==> src/hdl/pse_pkg.sv <==
package pse_pkg;

    // Default sizes of the operand stack and of its entries
    localparam int DEFAULT_STACK_DEPTH = 16;
    localparam int DEFAULT_DATA_WIDTH  = 32;

    // Fixed port widths
    localparam int NUMBER_WIDTH = 31;
    localparam int RESULT_WIDTH = 32;
    localparam int STATUS_WIDTH = 3;

    typedef enum logic {
        KIND_NUMBER   = 1'b0,
        KIND_OPERATOR = 1'b1
    } kind_t;

    typedef enum logic [1:0] {
        OP_ADD = 2'd0,
        OP_SUB = 2'd1,
        OP_MUL = 2'd2,
        OP_DIV = 2'd3
    } op_t;

    typedef enum logic [STATUS_WIDTH-1:0] {
        STAT_OK        = 3'd0,
        STAT_UNDERFLOW = 3'd1,
        STAT_OVERFLOW  = 3'd2,
        STAT_DIVZERO   = 3'd3,
        STAT_EMPTY     = 3'd4
    } status_t;

    typedef enum logic [2:0] {
        S_IDLE,
        S_DECODE,
        S_EXEC,
        S_WAIT,
        S_FIN
    } state_t;

    // Controller to datapath commands
    typedef struct packed {
        logic    tok_load;   // capture the token on an input transfer
        logic    push;       // push the number token
        logic    err_load;   // record an error code
        status_t err_code;
        logic    rd_issue;   // read the entry below top of stack
        logic    wr_alu;     // write add/subtract result, pop one
        logic    start_md;   // start the multiply/divide unit
        logic    wr_md;      // write multiply/divide result, pop one
        logic    emit;       // load the output register, clear the stack
    } pse_cmd_t;

    // Datapath to controller status
    typedef struct packed {
        kind_t tok_kind;
        op_t   tok_op;
        logic  tok_last;
        logic  err_active;
        logic  full;
        logic  lt2;
        logic  b_zero;
        logic  md_done;
        logic  out_free;
    } pse_stat_t;

endpackage

==> src/hdl/pse_muldiv.sv <==
module pse_muldiv #(
    parameter int DATA_WIDTH = pse_pkg::DEFAULT_DATA_WIDTH
) (
    input  logic                  aclk,
    input  logic                  aresetn,
    input  logic                  start,
    input  logic                  is_div,
    input  logic [DATA_WIDTH-1:0] opnd_a,
    input  logic [DATA_WIDTH-1:0] opnd_b,
    output logic                  done,
    output logic [DATA_WIDTH-1:0] result
);
    import pse_pkg::*;

    localparam int CNT_W = $clog2(DATA_WIDTH + 1);

    logic                  busy_reg, busy_next;
    logic                  done_reg, done_next;
    logic [CNT_W-1:0]      cnt_reg, cnt_next;
    logic                  div_reg, div_next;
    logic                  neg_reg, neg_next;
    logic [DATA_WIDTH:0]   acc_reg, acc_next;
    logic [DATA_WIDTH-1:0] work_reg, work_next;
    logic [DATA_WIDTH-1:0] opnd_reg, opnd_next;

    logic [DATA_WIDTH-1:0] a_mag, b_mag;
    logic [DATA_WIDTH:0]   rem_shift, trial;
    logic [DATA_WIDTH-1:0] addend;

    // Operand magnitudes for the divide (most negative maps to itself, unsigned)
    assign a_mag = opnd_a[DATA_WIDTH-1] ? (~opnd_a + 1'b1) : opnd_a;
    assign b_mag = opnd_b[DATA_WIDTH-1] ? (~opnd_b + 1'b1) : opnd_b;

    // One restoring-division step and one shift-add step
    assign rem_shift = {acc_reg[DATA_WIDTH-1:0], work_reg[DATA_WIDTH-1]};
    assign trial     = rem_shift - {1'b0, opnd_reg};
    assign addend    = work_reg[0] ? opnd_reg : '0;

    // Next-value logic
    always_comb begin
        busy_next = busy_reg;
        done_next = 1'b0;
        cnt_next  = cnt_reg;
        div_next  = div_reg;
        neg_next  = neg_reg;
        acc_next  = acc_reg;
        work_next = work_reg;
        opnd_next = opnd_reg;
        if (start) begin
            busy_next = 1'b1;
            cnt_next  = CNT_W'(DATA_WIDTH);
            div_next  = is_div;
            neg_next  = opnd_a[DATA_WIDTH-1] ^ opnd_b[DATA_WIDTH-1];
            acc_next  = '0;
            work_next = is_div ? a_mag : opnd_b;
            opnd_next = is_div ? b_mag : opnd_a;
        end else if (busy_reg) begin
            cnt_next = cnt_reg - CNT_W'(1);
            if (cnt_reg == CNT_W'(1)) begin
                busy_next = 1'b0;
                done_next = 1'b1;
            end
            if (div_reg) begin
                if (!trial[DATA_WIDTH]) begin
                    acc_next  = trial;
                    work_next = {work_reg[DATA_WIDTH-2:0], 1'b1};
                end else begin
                    acc_next  = rem_shift;
                    work_next = {work_reg[DATA_WIDTH-2:0], 1'b0};
                end
            end else begin
                acc_next  = {1'b0, acc_reg[DATA_WIDTH-1:0] + addend};
                opnd_next = {opnd_reg[DATA_WIDTH-2:0], 1'b0};
                work_next = {1'b0, work_reg[DATA_WIDTH-1:1]};
            end
        end
    end

    // Control registers
    always_ff @(posedge aclk) begin
        if (!aresetn) begin
            busy_reg <= 1'b0;
            done_reg <= 1'b0;
            cnt_reg  <= '0;
        end else begin
            busy_reg <= busy_next;
            done_reg <= done_next;
            cnt_reg  <= cnt_next;
        end
    end

    // Operand and partial-result registers
    always_ff @(posedge aclk) begin
        div_reg  <= div_next;
        neg_reg  <= neg_next;
        acc_reg  <= acc_next;
        work_reg <= work_next;
        opnd_reg <= opnd_next;
    end

    assign done   = done_reg;
    assign result = div_reg ? (neg_reg ? (~work_reg + 1'b1) : work_reg)
                            : acc_reg[DATA_WIDTH-1:0];

endmodule

==> src/hdl/pse_datapath.sv <==
module pse_datapath #(
    parameter int STACK_DEPTH = pse_pkg::DEFAULT_STACK_DEPTH,
    parameter int DATA_WIDTH  = pse_pkg::DEFAULT_DATA_WIDTH
) (
    input  logic                                 aclk,
    input  logic                                 aresetn,
    input  pse_pkg::pse_cmd_t                    cmd,
    output pse_pkg::pse_stat_t                   stat,
    input  logic                                 s_req_type,
    input  logic [pse_pkg::NUMBER_WIDTH-1:0]     s_number_value,
    input  logic [1:0]                           s_operator_code,
    input  logic                                 s_last_token,
    output logic                                 m_valid,
    input  logic                                 m_ready,
    output logic signed [pse_pkg::RESULT_WIDTH-1:0] m_result_value,
    output logic [pse_pkg::STATUS_WIDTH-1:0]     m_status
);
    import pse_pkg::*;

    localparam int CW = $clog2(STACK_DEPTH + 1);
    localparam int AW = $clog2(STACK_DEPTH);

    // Entries below top of stack; top lives in tos_reg
    logic [DATA_WIDTH-1:0] mem [STACK_DEPTH];

    kind_t                   tok_kind_reg;
    logic [NUMBER_WIDTH-1:0] tok_num_reg;
    op_t                     tok_op_reg;
    logic                    tok_last_reg;

    logic [DATA_WIDTH-1:0]   tos_reg, tos_next;
    logic [DATA_WIDTH-1:0]   rd_data_reg;
    logic [CW-1:0]           count_reg, count_next;
    status_t                 err_reg, err_next;

    logic                    m_valid_reg, m_valid_next;
    logic [RESULT_WIDTH-1:0] m_result_reg;
    status_t                 m_status_reg;

    logic [CW-1:0]           count_m1, count_m2;
    logic [DATA_WIDTH+NUMBER_WIDTH-1:0] num_wide;
    logic [DATA_WIDTH+RESULT_WIDTH-1:0] tos_ext;
    logic [DATA_WIDTH-1:0]   num_val, alu_res, md_res;
    logic                    md_done;

    assign count_m1 = count_reg - CW'(1);
    assign count_m2 = count_reg - CW'(2);
    assign num_wide = {{DATA_WIDTH{1'b0}}, tok_num_reg};
    assign num_val  = num_wide[DATA_WIDTH-1:0];
    assign tos_ext  = {{RESULT_WIDTH{tos_reg[DATA_WIDTH-1]}}, tos_reg};
    assign alu_res  = (tok_op_reg == OP_SUB) ? (rd_data_reg - tos_reg)
                                             : (rd_data_reg + tos_reg);

    // Iterative multiply/divide: first operand from memory, second is top
    pse_muldiv #(
        .DATA_WIDTH (DATA_WIDTH)
    ) u_muldiv (
        .aclk    (aclk),
        .aresetn (aresetn),
        .start   (cmd.start_md),
        .is_div  (tok_op_reg == OP_DIV),
        .opnd_a  (rd_data_reg),
        .opnd_b  (tos_reg),
        .done    (md_done),
        .result  (md_res)
    );

    // Token capture on an input transfer
    always_ff @(posedge aclk) begin
        if (cmd.tok_load) begin
            tok_kind_reg <= kind_t'(s_req_type);
            tok_num_reg  <= s_number_value;
            tok_op_reg   <= op_t'(s_operator_code);
            tok_last_reg <= s_last_token;
        end
    end

    // Stack memory: push spills the old top, operator reads the entry below
    always_ff @(posedge aclk) begin
        if (cmd.push && (count_reg != '0)) begin
            mem[count_m1[AW-1:0]] <= tos_reg;
        end
        if (cmd.rd_issue) begin
            rd_data_reg <= mem[count_m2[AW-1:0]];
        end
    end

    // Top of stack, fill count and sticky error
    always_comb begin
        tos_next   = tos_reg;
        count_next = count_reg;
        err_next   = err_reg;
        if (cmd.push) begin
            tos_next   = num_val;
            count_next = count_reg + CW'(1);
        end
        if (cmd.wr_alu) begin
            tos_next   = alu_res;
            count_next = count_m1;
        end
        if (cmd.wr_md) begin
            tos_next   = md_res;
            count_next = count_m1;
        end
        if (cmd.err_load) begin
            err_next = cmd.err_code;
        end
        if (cmd.emit) begin
            count_next = '0;
            err_next   = STAT_OK;
        end
    end

    always_ff @(posedge aclk) begin
        tos_reg <= tos_next;
    end

    always_ff @(posedge aclk) begin
        if (!aresetn) begin
            count_reg <= '0;
            err_reg   <= STAT_OK;
        end else begin
            count_reg <= count_next;
            err_reg   <= err_next;
        end
    end

    // Output register: loading wins over a transfer in the same cycle
    always_comb begin
        m_valid_next = m_valid_reg;
        if (m_valid_reg && m_ready) begin
            m_valid_next = 1'b0;
        end
        if (cmd.emit) begin
            m_valid_next = 1'b1;
        end
    end

    always_ff @(posedge aclk) begin
        if (!aresetn) begin
            m_valid_reg <= 1'b0;
        end else begin
            m_valid_reg <= m_valid_next;
        end
    end

    always_ff @(posedge aclk) begin
        if (cmd.emit) begin
            if (err_reg != STAT_OK) begin
                m_result_reg <= '0;
                m_status_reg <= err_reg;
            end else if (count_reg == '0) begin
                m_result_reg <= '0;
                m_status_reg <= STAT_EMPTY;
            end else begin
                m_result_reg <= tos_ext[RESULT_WIDTH-1:0];
                m_status_reg <= STAT_OK;
            end
        end
    end

    // Status to the controller
    always_comb begin
        stat.tok_kind   = tok_kind_reg;
        stat.tok_op     = tok_op_reg;
        stat.tok_last   = tok_last_reg;
        stat.err_active = (err_reg != STAT_OK);
        stat.full       = (count_reg == CW'(STACK_DEPTH));
        stat.lt2        = (count_reg < CW'(2));
        stat.b_zero     = (tos_reg == '0);
        stat.md_done    = md_done;
        stat.out_free   = !m_valid_reg || m_ready;
    end

    assign m_valid        = m_valid_reg;
    assign m_result_value = m_result_reg;
    assign m_status       = m_status_reg;

endmodule

==> src/hdl/pse_ctrl.sv <==
module pse_ctrl (
    input  logic                aclk,
    input  logic                aresetn,
    input  logic                s_valid,
    output logic                s_ready,
    input  pse_pkg::pse_stat_t  stat,
    output pse_pkg::pse_cmd_t   cmd
);
    import pse_pkg::*;

    state_t state_reg, state_next;

    always_ff @(posedge aclk) begin
        if (!aresetn) begin
            state_reg <= S_IDLE;
        end else begin
            state_reg <= state_next;
        end
    end

    // Next state
    always_comb begin
        state_next = state_reg;
        case (state_reg)
            S_IDLE: begin
                if (s_valid) begin
                    state_next = S_DECODE;
                end
            end
            S_DECODE: begin
                if (!stat.err_active && (stat.tok_kind == KIND_OPERATOR) && !stat.lt2) begin
                    state_next = S_EXEC;
                end else begin
                    state_next = S_FIN;
                end
            end
            S_EXEC: begin
                if ((stat.tok_op == OP_MUL)
                    || ((stat.tok_op == OP_DIV) && !stat.b_zero)) begin
                    state_next = S_WAIT;
                end else begin
                    state_next = S_FIN;
                end
            end
            S_WAIT: begin
                if (stat.md_done) begin
                    state_next = S_FIN;
                end
            end
            S_FIN: begin
                if (!stat.tok_last || stat.out_free) begin
                    state_next = S_IDLE;
                end
            end
            default: begin
                state_next = S_IDLE;
            end
        endcase
    end

    // Commands
    always_comb begin
        cmd     = '0;
        s_ready = 1'b0;
        case (state_reg)
            S_IDLE: begin
                s_ready      = 1'b1;
                cmd.tok_load = s_valid;
            end
            S_DECODE: begin
                if (!stat.err_active) begin
                    if (stat.tok_kind == KIND_NUMBER) begin
                        if (stat.full) begin
                            cmd.err_load = 1'b1;
                            cmd.err_code = STAT_OVERFLOW;
                        end else begin
                            cmd.push = 1'b1;
                        end
                    end else if (stat.lt2) begin
                        cmd.err_load = 1'b1;
                        cmd.err_code = STAT_UNDERFLOW;
                    end else begin
                        cmd.rd_issue = 1'b1;
                    end
                end
            end
            S_EXEC: begin
                if ((stat.tok_op == OP_DIV) && stat.b_zero) begin
                    cmd.err_load = 1'b1;
                    cmd.err_code = STAT_DIVZERO;
                end else if ((stat.tok_op == OP_ADD) || (stat.tok_op == OP_SUB)) begin
                    cmd.wr_alu = 1'b1;
                end else begin
                    cmd.start_md = 1'b1;
                end
            end
            S_WAIT: begin
                cmd.wr_md = stat.md_done;
            end
            S_FIN: begin
                cmd.emit = stat.tok_last && stat.out_free;
            end
            default: begin
                cmd = '0;
            end
        endcase
    end

endmodule

==> src/hdl/postfix_stack_evaluator.sv <==
// Channel  Direction  Handshake          Payload
// s_       in         s_valid/s_ready    req_type, number_value, operator_code, last_token
// m_       out        m_valid/m_ready    result_value, status
//
// One token at a time: a number is decoded and pushed, an add or subtract is decoded and
// executed; a multiply or divide then waits for the bit-serial multiply/divide unit.
// The final token waits in the finish state until the output register is free.
// aresetn is synchronous, active low; it empties the stack and drops any pending result.
// A stalled m_ready holds only a final token; other tokens keep flowing.
module postfix_stack_evaluator #(
    parameter int STACK_DEPTH = pse_pkg::DEFAULT_STACK_DEPTH,
    parameter int DATA_WIDTH  = pse_pkg::DEFAULT_DATA_WIDTH
) (
    input  logic                                    aclk,
    input  logic                                    aresetn,
    input  logic                                    s_valid,
    output logic                                    s_ready,
    input  logic                                    s_req_type,
    input  logic [pse_pkg::NUMBER_WIDTH-1:0]        s_number_value,
    input  logic [1:0]                              s_operator_code,
    input  logic                                    s_last_token,
    output logic                                    m_valid,
    input  logic                                    m_ready,
    output logic signed [pse_pkg::RESULT_WIDTH-1:0] m_result_value,
    output logic [pse_pkg::STATUS_WIDTH-1:0]        m_status
);
    import pse_pkg::*;

    pse_cmd_t  cmd;
    pse_stat_t stat;

    // Sequencer
    pse_ctrl u_ctrl (
        .aclk    (aclk),
        .aresetn (aresetn),
        .s_valid (s_valid),
        .s_ready (s_ready),
        .stat    (stat),
        .cmd     (cmd)
    );

    // Stack, arithmetic and output register
    pse_datapath #(
        .STACK_DEPTH (STACK_DEPTH),
        .DATA_WIDTH  (DATA_WIDTH)
    ) u_datapath (
        .aclk            (aclk),
        .aresetn         (aresetn),
        .cmd             (cmd),
        .stat            (stat),
        .s_req_type      (s_req_type),
        .s_number_value  (s_number_value),
        .s_operator_code (s_operator_code),
        .s_last_token    (s_last_token),
        .m_valid         (m_valid),
        .m_ready         (m_ready),
        .m_result_value  (m_result_value),
        .m_status        (m_status)
    );

endmodule

==> config.mk <==
export PLATFORM = sky130hd
export DESIGN_NAME = postfix_stack_evaluator
export DESIGN_NICKNAME = d
export VERILOG_FILES = /design/src/hdl/pse_pkg.sv /design/src/hdl/pse_muldiv.sv /design/src/hdl/pse_datapath.sv /design/src/hdl/pse_ctrl.sv /design/src/hdl/postfix_stack_evaluator.sv
export SDC_FILE = /design/constraint.sdc
export NUM_CORES = 1
export LEC_CHECK = 0
export ABC_AREA = 1
export BUFFER_PORTS_ARGS = -buffer_cell sky130_fd_sc_hd__buf_2
export CAP_MARGIN = 20
export CORE_UTILIZATION = 58
export DETAILED_ROUTE_END_ITERATION = 6
export PLACE_DENSITY_LB_ADDON = 0.08
export SETUP_SLACK_MARGIN = 0.05
export SLEW_MARGIN = 20
export SYNTH_ARGS = -nofsm -noshare
export SYNTH_HDL_FRONTEND = slang
export SYNTH_SLANG_ARGS = --single-unit
==> constraint.sdc <==
create_clock -name aclk -period 3.74 [get_ports aclk]
set_clock_uncertainty 0.2 [all_clocks]
set_input_delay 0.561 -clock aclk [delete_from_list [all_inputs] [get_ports aclk]]
set_output_delay 0.561 -clock aclk [all_outputs]
set_load 0.01 [all_outputs]
# Yosys cells after proc, flatten, opt, wreduce, memory -nomap -nowiden
# Memory sizes are Yosys's and may differ from the RTL's. A register that Yosys moved wholly into a read port is not among the register bits.
# Cells that the tools add are included.
# Widths: inputs -> output; s select.
[totals]
ram_bits = 512
word_cells = 144
n_memories = 1
out_inout_bits = 37
register_bits = 220
input_bits = 39
[mem_list]
columns = ["name", "words", "word_bits", "read_ports", "rd_ports_with_merged_regs", "wr", "line_no", "text"]
rows = [
  ["u_datapath.mem", 16, 32, 1, 1, 1, "pse_datapath.sv:24", "logic [DATA_WIDTH-1:0] mem [STACK_DEPTH];"],
]
[op_classes]
add_sub_neg = 11
n_bitwise = 6
eq_ne = 13
n_reduce_logical = 31
muxes = 61
magnitude_cmp = 1
[op_table]
columns = ["operator", "count"]
rows = [
  ["$mux 32", 19],
  ["$add 32x1->32 const B", 3],
  ["$not 32->32", 3],
  ["$add 32x32->32", 2],
  ["$sub 33x32->33", 1],
  ["$logic_not 32->1", 1],
  ["$sub 32x32->32", 1],
  ["$mux 1", 21],
  ["$mux 3", 7],
  ["$mux 6", 3],
  ["$mux 4", 4],
  ["$mux 5", 3],
  ["$pmux 3 s5", 1],
  ["$pmux 4 s2", 1],
  ["$logic_and 1x1->1", 7],
  ["$eq 3x2->1 const B", 2],
  ["$eq 6x1->1 const B", 1],
  ["$reduce_bool 3->1", 2],
  ["$reduce_or 2->1", 3],
  ["$sub 6x1->6 const B", 1],
  ["$add 5x1->5 const B", 1],
  ["$eq 5x5->1 const B", 1],
  ["$logic_not 1->1", 5],
  ["$logic_not 5->1", 1],
  ["20 further kinds", 29],
]

# Logic depth before layout (Yosys ltp)
[logic_depth]
word_depth = 8
mapped_depth = 23
depth_no_buf = 23

# Hierarchy
# Synthesis repeated with hierarchy kept, for this count alone.
[hier_totals]
cells_unflattened = 4947
area_unflattened_um2 = 43030.0
[by_module_without_submodules]
columns = ["module", "cells_per_inst", "seq_area_each_um2", "instances", "area_per_inst_um2"]
rows = [
  ["pse_datapath", 2402, 19578.8, 1, 28499.8],
  ["pse_muldiv", 2484, 2782.7, 1, 14212.4],
  ["pse_ctrl", 61, 60.1, 1, 317.8],
]

# Least setup slack after synthesis
# OpenSTA, ideal clock, no wires.
[synth_timing]
path_type = "register -> register"
from = "reg u_datapath.count_reg[1]"
to = "mem u_datapath.mem[10][0] (netlist name) (enable)"
stages_incl_launch_ff = 14
setup_ns = 0.421
n_path_buf = 3
synth_period_minus_slack_ns = 4.105
arrival_time_ns = 3.484
t_required_ns = 3.119
slack_ns = -0.365
path_cell_list = "dfxtp_1 -> inv_1 -> clkbuf_1 -> clkbuf_1 -> ha_1 -> nor2_1 -> or2_2 -> clkbuf_1 -> inv_1 -> nand2_1 -> o21a_1 -> inv_2 -> nand2_1 -> nor2_1"
[synth_via]
elab_chain_cells = 8
word_cells_on_any_way = 10
classes_between = "add/sub (1); eq/ne (1); mux (6); reduce/logical (2)"
[synth_lines]
columns = ["item", "line_no", "text"]
rows = [
  ["start, declared", "pse_datapath.sv:33", "logic [CW-1:0] count_reg, count_next;"],
  ["start signal, assigned", "pse_datapath.sv:123", "count_reg <= count_next;"],
  ["$eq 5x5->1", "pse_datapath.sv:168", "stat.full = (count_reg == CW'(STACK_DEPTH));"],
  ["$mux 1", "pse_ctrl.sv:73", "if (stat.full) begin"],
  ["$mux 1", "pse_ctrl.sv:72", "if (stat.tok_kind == KIND_NUMBER) begin"],
  ["$mux 6", "pse_ctrl.sv:71", "if (!stat.err_active) begin"],
  ["$mux 1", "pse_ctrl.sv:65", "case (state_reg)"],
  ["$logic_and 1x1->1", "pse_datapath.sv:80", "if (cmd.push && (count_reg != '0)) begin"],
  ["$mux 1", "pse_datapath.sv:80", ""],
  ["$mux 1 (implied by the code)", "pse_datapath.sv:81", "mem[count_m1[AW-1:0]] <= tos_reg;"],
  ["end, declared", "pse_datapath.sv:24", ""],
]
# Parallel ways exist; a longest one is shown, timed or not.

# Worst setup path in the final report
[layout_timing]
from = "reg u_datapath.tos_reg[14]"
to = "reg u_datapath.tos_reg[26], data pin"
[layout_via]
elab_chain_cells = 6
word_cells_on_any_way = 9
classes_between = "add/sub (2); mux (5); reduce/logical (2)"
[layout_lines]
columns = ["item", "line_no", "text"]
rows = [
  ["start, declared", "pse_datapath.sv:31", "logic [DATA_WIDTH-1:0] tos_reg, tos_next;"],
  ["start signal, assigned", "pse_datapath.sv:115", "tos_reg <= tos_next;"],
  ["branches (longest 4 deep; another with $add 32x32->32)", "-", ""],
  ["$mux 32 *", "pse_datapath.sv:97", "if (cmd.wr_alu) begin"],
  ["$mux 32 *", "pse_datapath.sv:101", "if (cmd.wr_md) begin"],
  ["via u_datapath.tos_next[26]", "pse_datapath.sv:31", ""],
]
# Mark *: on every way through the listed nets, which the timed path passes.
# A chain may end at the register's enable or synchronous reset.

==> metrics.md <==
| Metric | Value |
|---|---|
| Die width | `267 µm` |
| Max H-tree Level | `3` |
| Worst hold stages | `4` |
| Vias in the first global route | `between 30000 and 40000` |
| Slew @ Worst Pin | `1.27 ns` |
| ANT nets after route | `0` |
| Synth cell types | `60` |
| Crit. End Element | `flip-flop` |
| Syn Inst Count | `4513` |
| Post-Syn Area | `approximately 40000 µm²` |
| Synth-to-layout area growth | `15.7%` |
| TritonCTS buffer count | `just over 80` |
| DRT Pass-1 Iters | `6` |
| Root buffer cell | `clkbuf_16` |
| Final wirelength | `around 140 mm` |
| Max cap viols | `0` |
| Final Hold Viols | `0` |
| Max FO, Critical Path | `6` |
| Synth async-reset ratio | `0%` |
| Routability cong. | `approximately 1.0` |
| Post-Synthesis Mean Instance Area | `9.04 µm²` |
| Cell row count | `96` |
| CP most frequent cell | `nand3_1` |
| Die ar. | `71400 µm²` |
| Top cells by area, synth | `edfxtp_1 52%, nand2_1 8.2%, o21ai_0 5.8%, nor2_1 5.4%, inv_1 3.9%` |
| IO Port Bufs | `75` |
| CP Cell Sequence | `nor2_1 -> nand3_1 -> buf_4 -> nor3_1 -> buf_4 -> nand4_1 -> nand3_1 -> o21ai_1 -> ha_1 -> nand2_2 -> nor2_4 -> inv_2 -> nor2_1 -> inv_1 -> nor4_2 -> nand2_1 -> nand2_2 -> a21oi_2 -> o21ai_1 -> nand3_1` |
| DRC Markers | `0` |
| Synth Net Count | `4663` |
| Worst-Skew Late Latency | `0.66 ns` |
| Final setup vio count | `0` |
| Post-synthesis sequential area ratio | `54.9%` |
| Number of DRC markers in iteration 0 | `roughly 5200` |
| Clock sinks | `around 760` |
| HP Class | `input port to flip-flop` |
| Tot Pwr | `about 26000 µW` |
| Worst rel slew slack | `15.4%` |
| First-pass GRT wire length | `200 mm` |
| Period minus WS final | `3.71 ns` |
| Slowest CP cell | `edfxtp_1` |
| Yosys top cell area share | `52.4%` |
| Final std cells w/o fill | `~5700` |
| Leading cell type in the layout, fill and taps excluded | `nand2_1` |
| Largest stage delay, worst path | `roughly 0.52 ns` |
| Fmax | `270 MHz` |
| Final hold slack | `roughly 0.15 ns` |
| Sum Neg Setup Slack | `0 ns` |
| CTS tree | `yes` |
| Pre-CTS WS | `-0.114 ns` |
| Gr usage total | `38.2%` |
| Period utilization | `99.2%` |
| Height of the die | `267 µm` |
| Post-DR vias/cell | `6.17` |
| EDFF count, synth | `712` |
| Synth warnings | `0` |
| Met2 Use GR | `between 50% and 60%` |
| CP required | `3.89 ns` |
| CP Class | `flip-flop to flip-flop` |
| Met1 Resource Use GR | `between 50% and 60%` |
| DP HPWL | `95.4 mm` |
| DR vias | `between 30000 and 40000` |
| CTS max path bufs | `3` |
| Clk pin slew, worst setup/hold paths | `0.06 ns` |
| Share of layout cells above drive strength 1 | `13.4%` |
| IO Count | `76` |
| Pwr dens | `545 nW/µm²` |
| Crit path max-delay family | `simple AND/OR/NAND/NOR gates` |
| CP arrival | `between 3 and 4 ns` |
| Crit start category | `flip-flop` |
| Max reg flops | `512` |
| Leading area contributor after synthesis | `edfxtp_1` |
| IR drop worst, VDD | `0.000581 V` |
| GRT Max-Usage Layer | `met2` |
| Initial core utilization | `59.1%` |
| Crit path buf inv count | `4` |
| Largest net degree at the start of global routing | `262` |
| Total grt overflow | `0` |
| Met3 GRT Util | `7.89%` |
| Core box area | `69100 µm²` |
| Wire length per cell | `24.0 µm` |
| CP Depth | `20` |
| Initial antenna violation count | `3` |
| RSZ-0062 raised after global routing | `true` |
| Status | `completed` |
| FF-to-FF path depth | `20` |
| Setup WS post-layout | `between 0.03 and 0.04 ns` |
| Most frequent cells in the layout | `872 x nand2_1, 712 x edfxtp_1, 539 x nor2_1` |
| Fin nets | `4898` |
| Leakage | `0.0186 µW` |
| Placed cell count | `5524` |
| Final Max Slew Viols | `0` |
| Main synth FF type | `edfxtp_1` |
| Seq cells post-synth | `763` |
==> path summary, 6_finish.rpt <==
path                                          endpoint              startpoint  slack (ns)
worst min register to register  u_datapath.m_status[0]   u_datapath.err_reg[0]        0.29
worst max register to register  u_datapath.tos_reg[26]  u_datapath.tos_reg[14]        0.03
worst max-delay path            u_datapath.tos_reg[26]  u_datapath.tos_reg[14]        0.03
worst min-delay path                u_datapath.m_valid                 m_ready        0.15
==> Yosys cell counts, types with 4 or more instances <==
cell type	n
inv_2	10
nand2_1	895
nand4_1	30
o221ai_1	112
nand3_1	281
buf_2	12
xor2_1	51
edfxtp_1	712
o22ai_1	36
nor3_1	45
o31ai_1	5
dfxtp_1	51
buf_4	6
clkbuf_1	164
a21o_1	6
o21a_1	9
o211ai_1	63
clkinv_1	4
nor4_1	6
o21ai_1	21
nand2_2	9
nor2_1	586
buf_6	6
a22oi_1	17
nand3b_1	15
nor2_2	13
o21bai_1	12
a211oi_1	4
ha_1	108
a21oi_1	229
nor3_2	5
buf_1	11
xnor2_1	13
o21ai_0	475
inv_1	427
or2_2	10
a31oi_1	17
==> routing by layer <==
metal  up-vias  wire length (µm)
li1      16200                 -
met1     16800             57400
met2      2071             59300
met3       309             14900
met4         4              6040
met5         -                27
==> what timing repair did <==
| item | 4_1_cts | 5_1_grt |
|---|---|---|
| hold buffers | 36 | 0 |
| hold endpoints to repair | 37 | 0 |
| gates cloned | 0 | 1 |
| resized for setup | 14 | 178 |
| endpoints found under the setup margin | 13 | 22 |
| buffers inserted | 1 | 34 |
| pin swaps | 0 | 65 |
==> layout make-up <==
type                            instances  area, µm²
Timing Repair Buffer                  352       2750
Multi-Input combinational cell       3109      16600
Antenna cell                            1       2.50
Tap cell                              931       1160
Clock buffer                          103       2130
Sequential cell                       763      22400
Fill cell                            5455      21900
Clock inverter                         43        424
Inverter                              441       1660
==> kinds of logic (layout without fill, tap and decap cells) <==
kind of cell / count (synthesis) / count (layout) / synth area share (%)
AOI/OAI and AO/OA: 1026 / 1026 / 14.7
adders and majority gates: 111 / 111 / 3.46
xor gates and xnor gates: 64 / 64 / 1.37
DFF: 763 / 763 / 54.9
buffers and inverters: 641 / 939 / 6.14
and+or+nand+nor: 1908 / 1908 / 19.4
other: 0 / 1 / 0
==> where the power goes <==
group / switching, µW / internal [µW] / total (µW)
logic: 5360 / 2400 / 7760
registers: 455 / 9780 / 10200
clock network: 3430 / 4300 / 7730
==> stage by stage <==
stage	utilization (%)	cell area (µm²)
floorplan	-	40800
global placement	62.8	43400
detailed placement	62.8	43400
CTS	67.1	46300
global route	68.3	47200
finish	68.3	47200
==> tightest hold or removal path, stage by stage <==
cell	delay, ns
buf_2	0.08
nor2_1	0.12
nor2_1	0.13
nor2_1	0.05
Power figures use the tool's default switching activity.
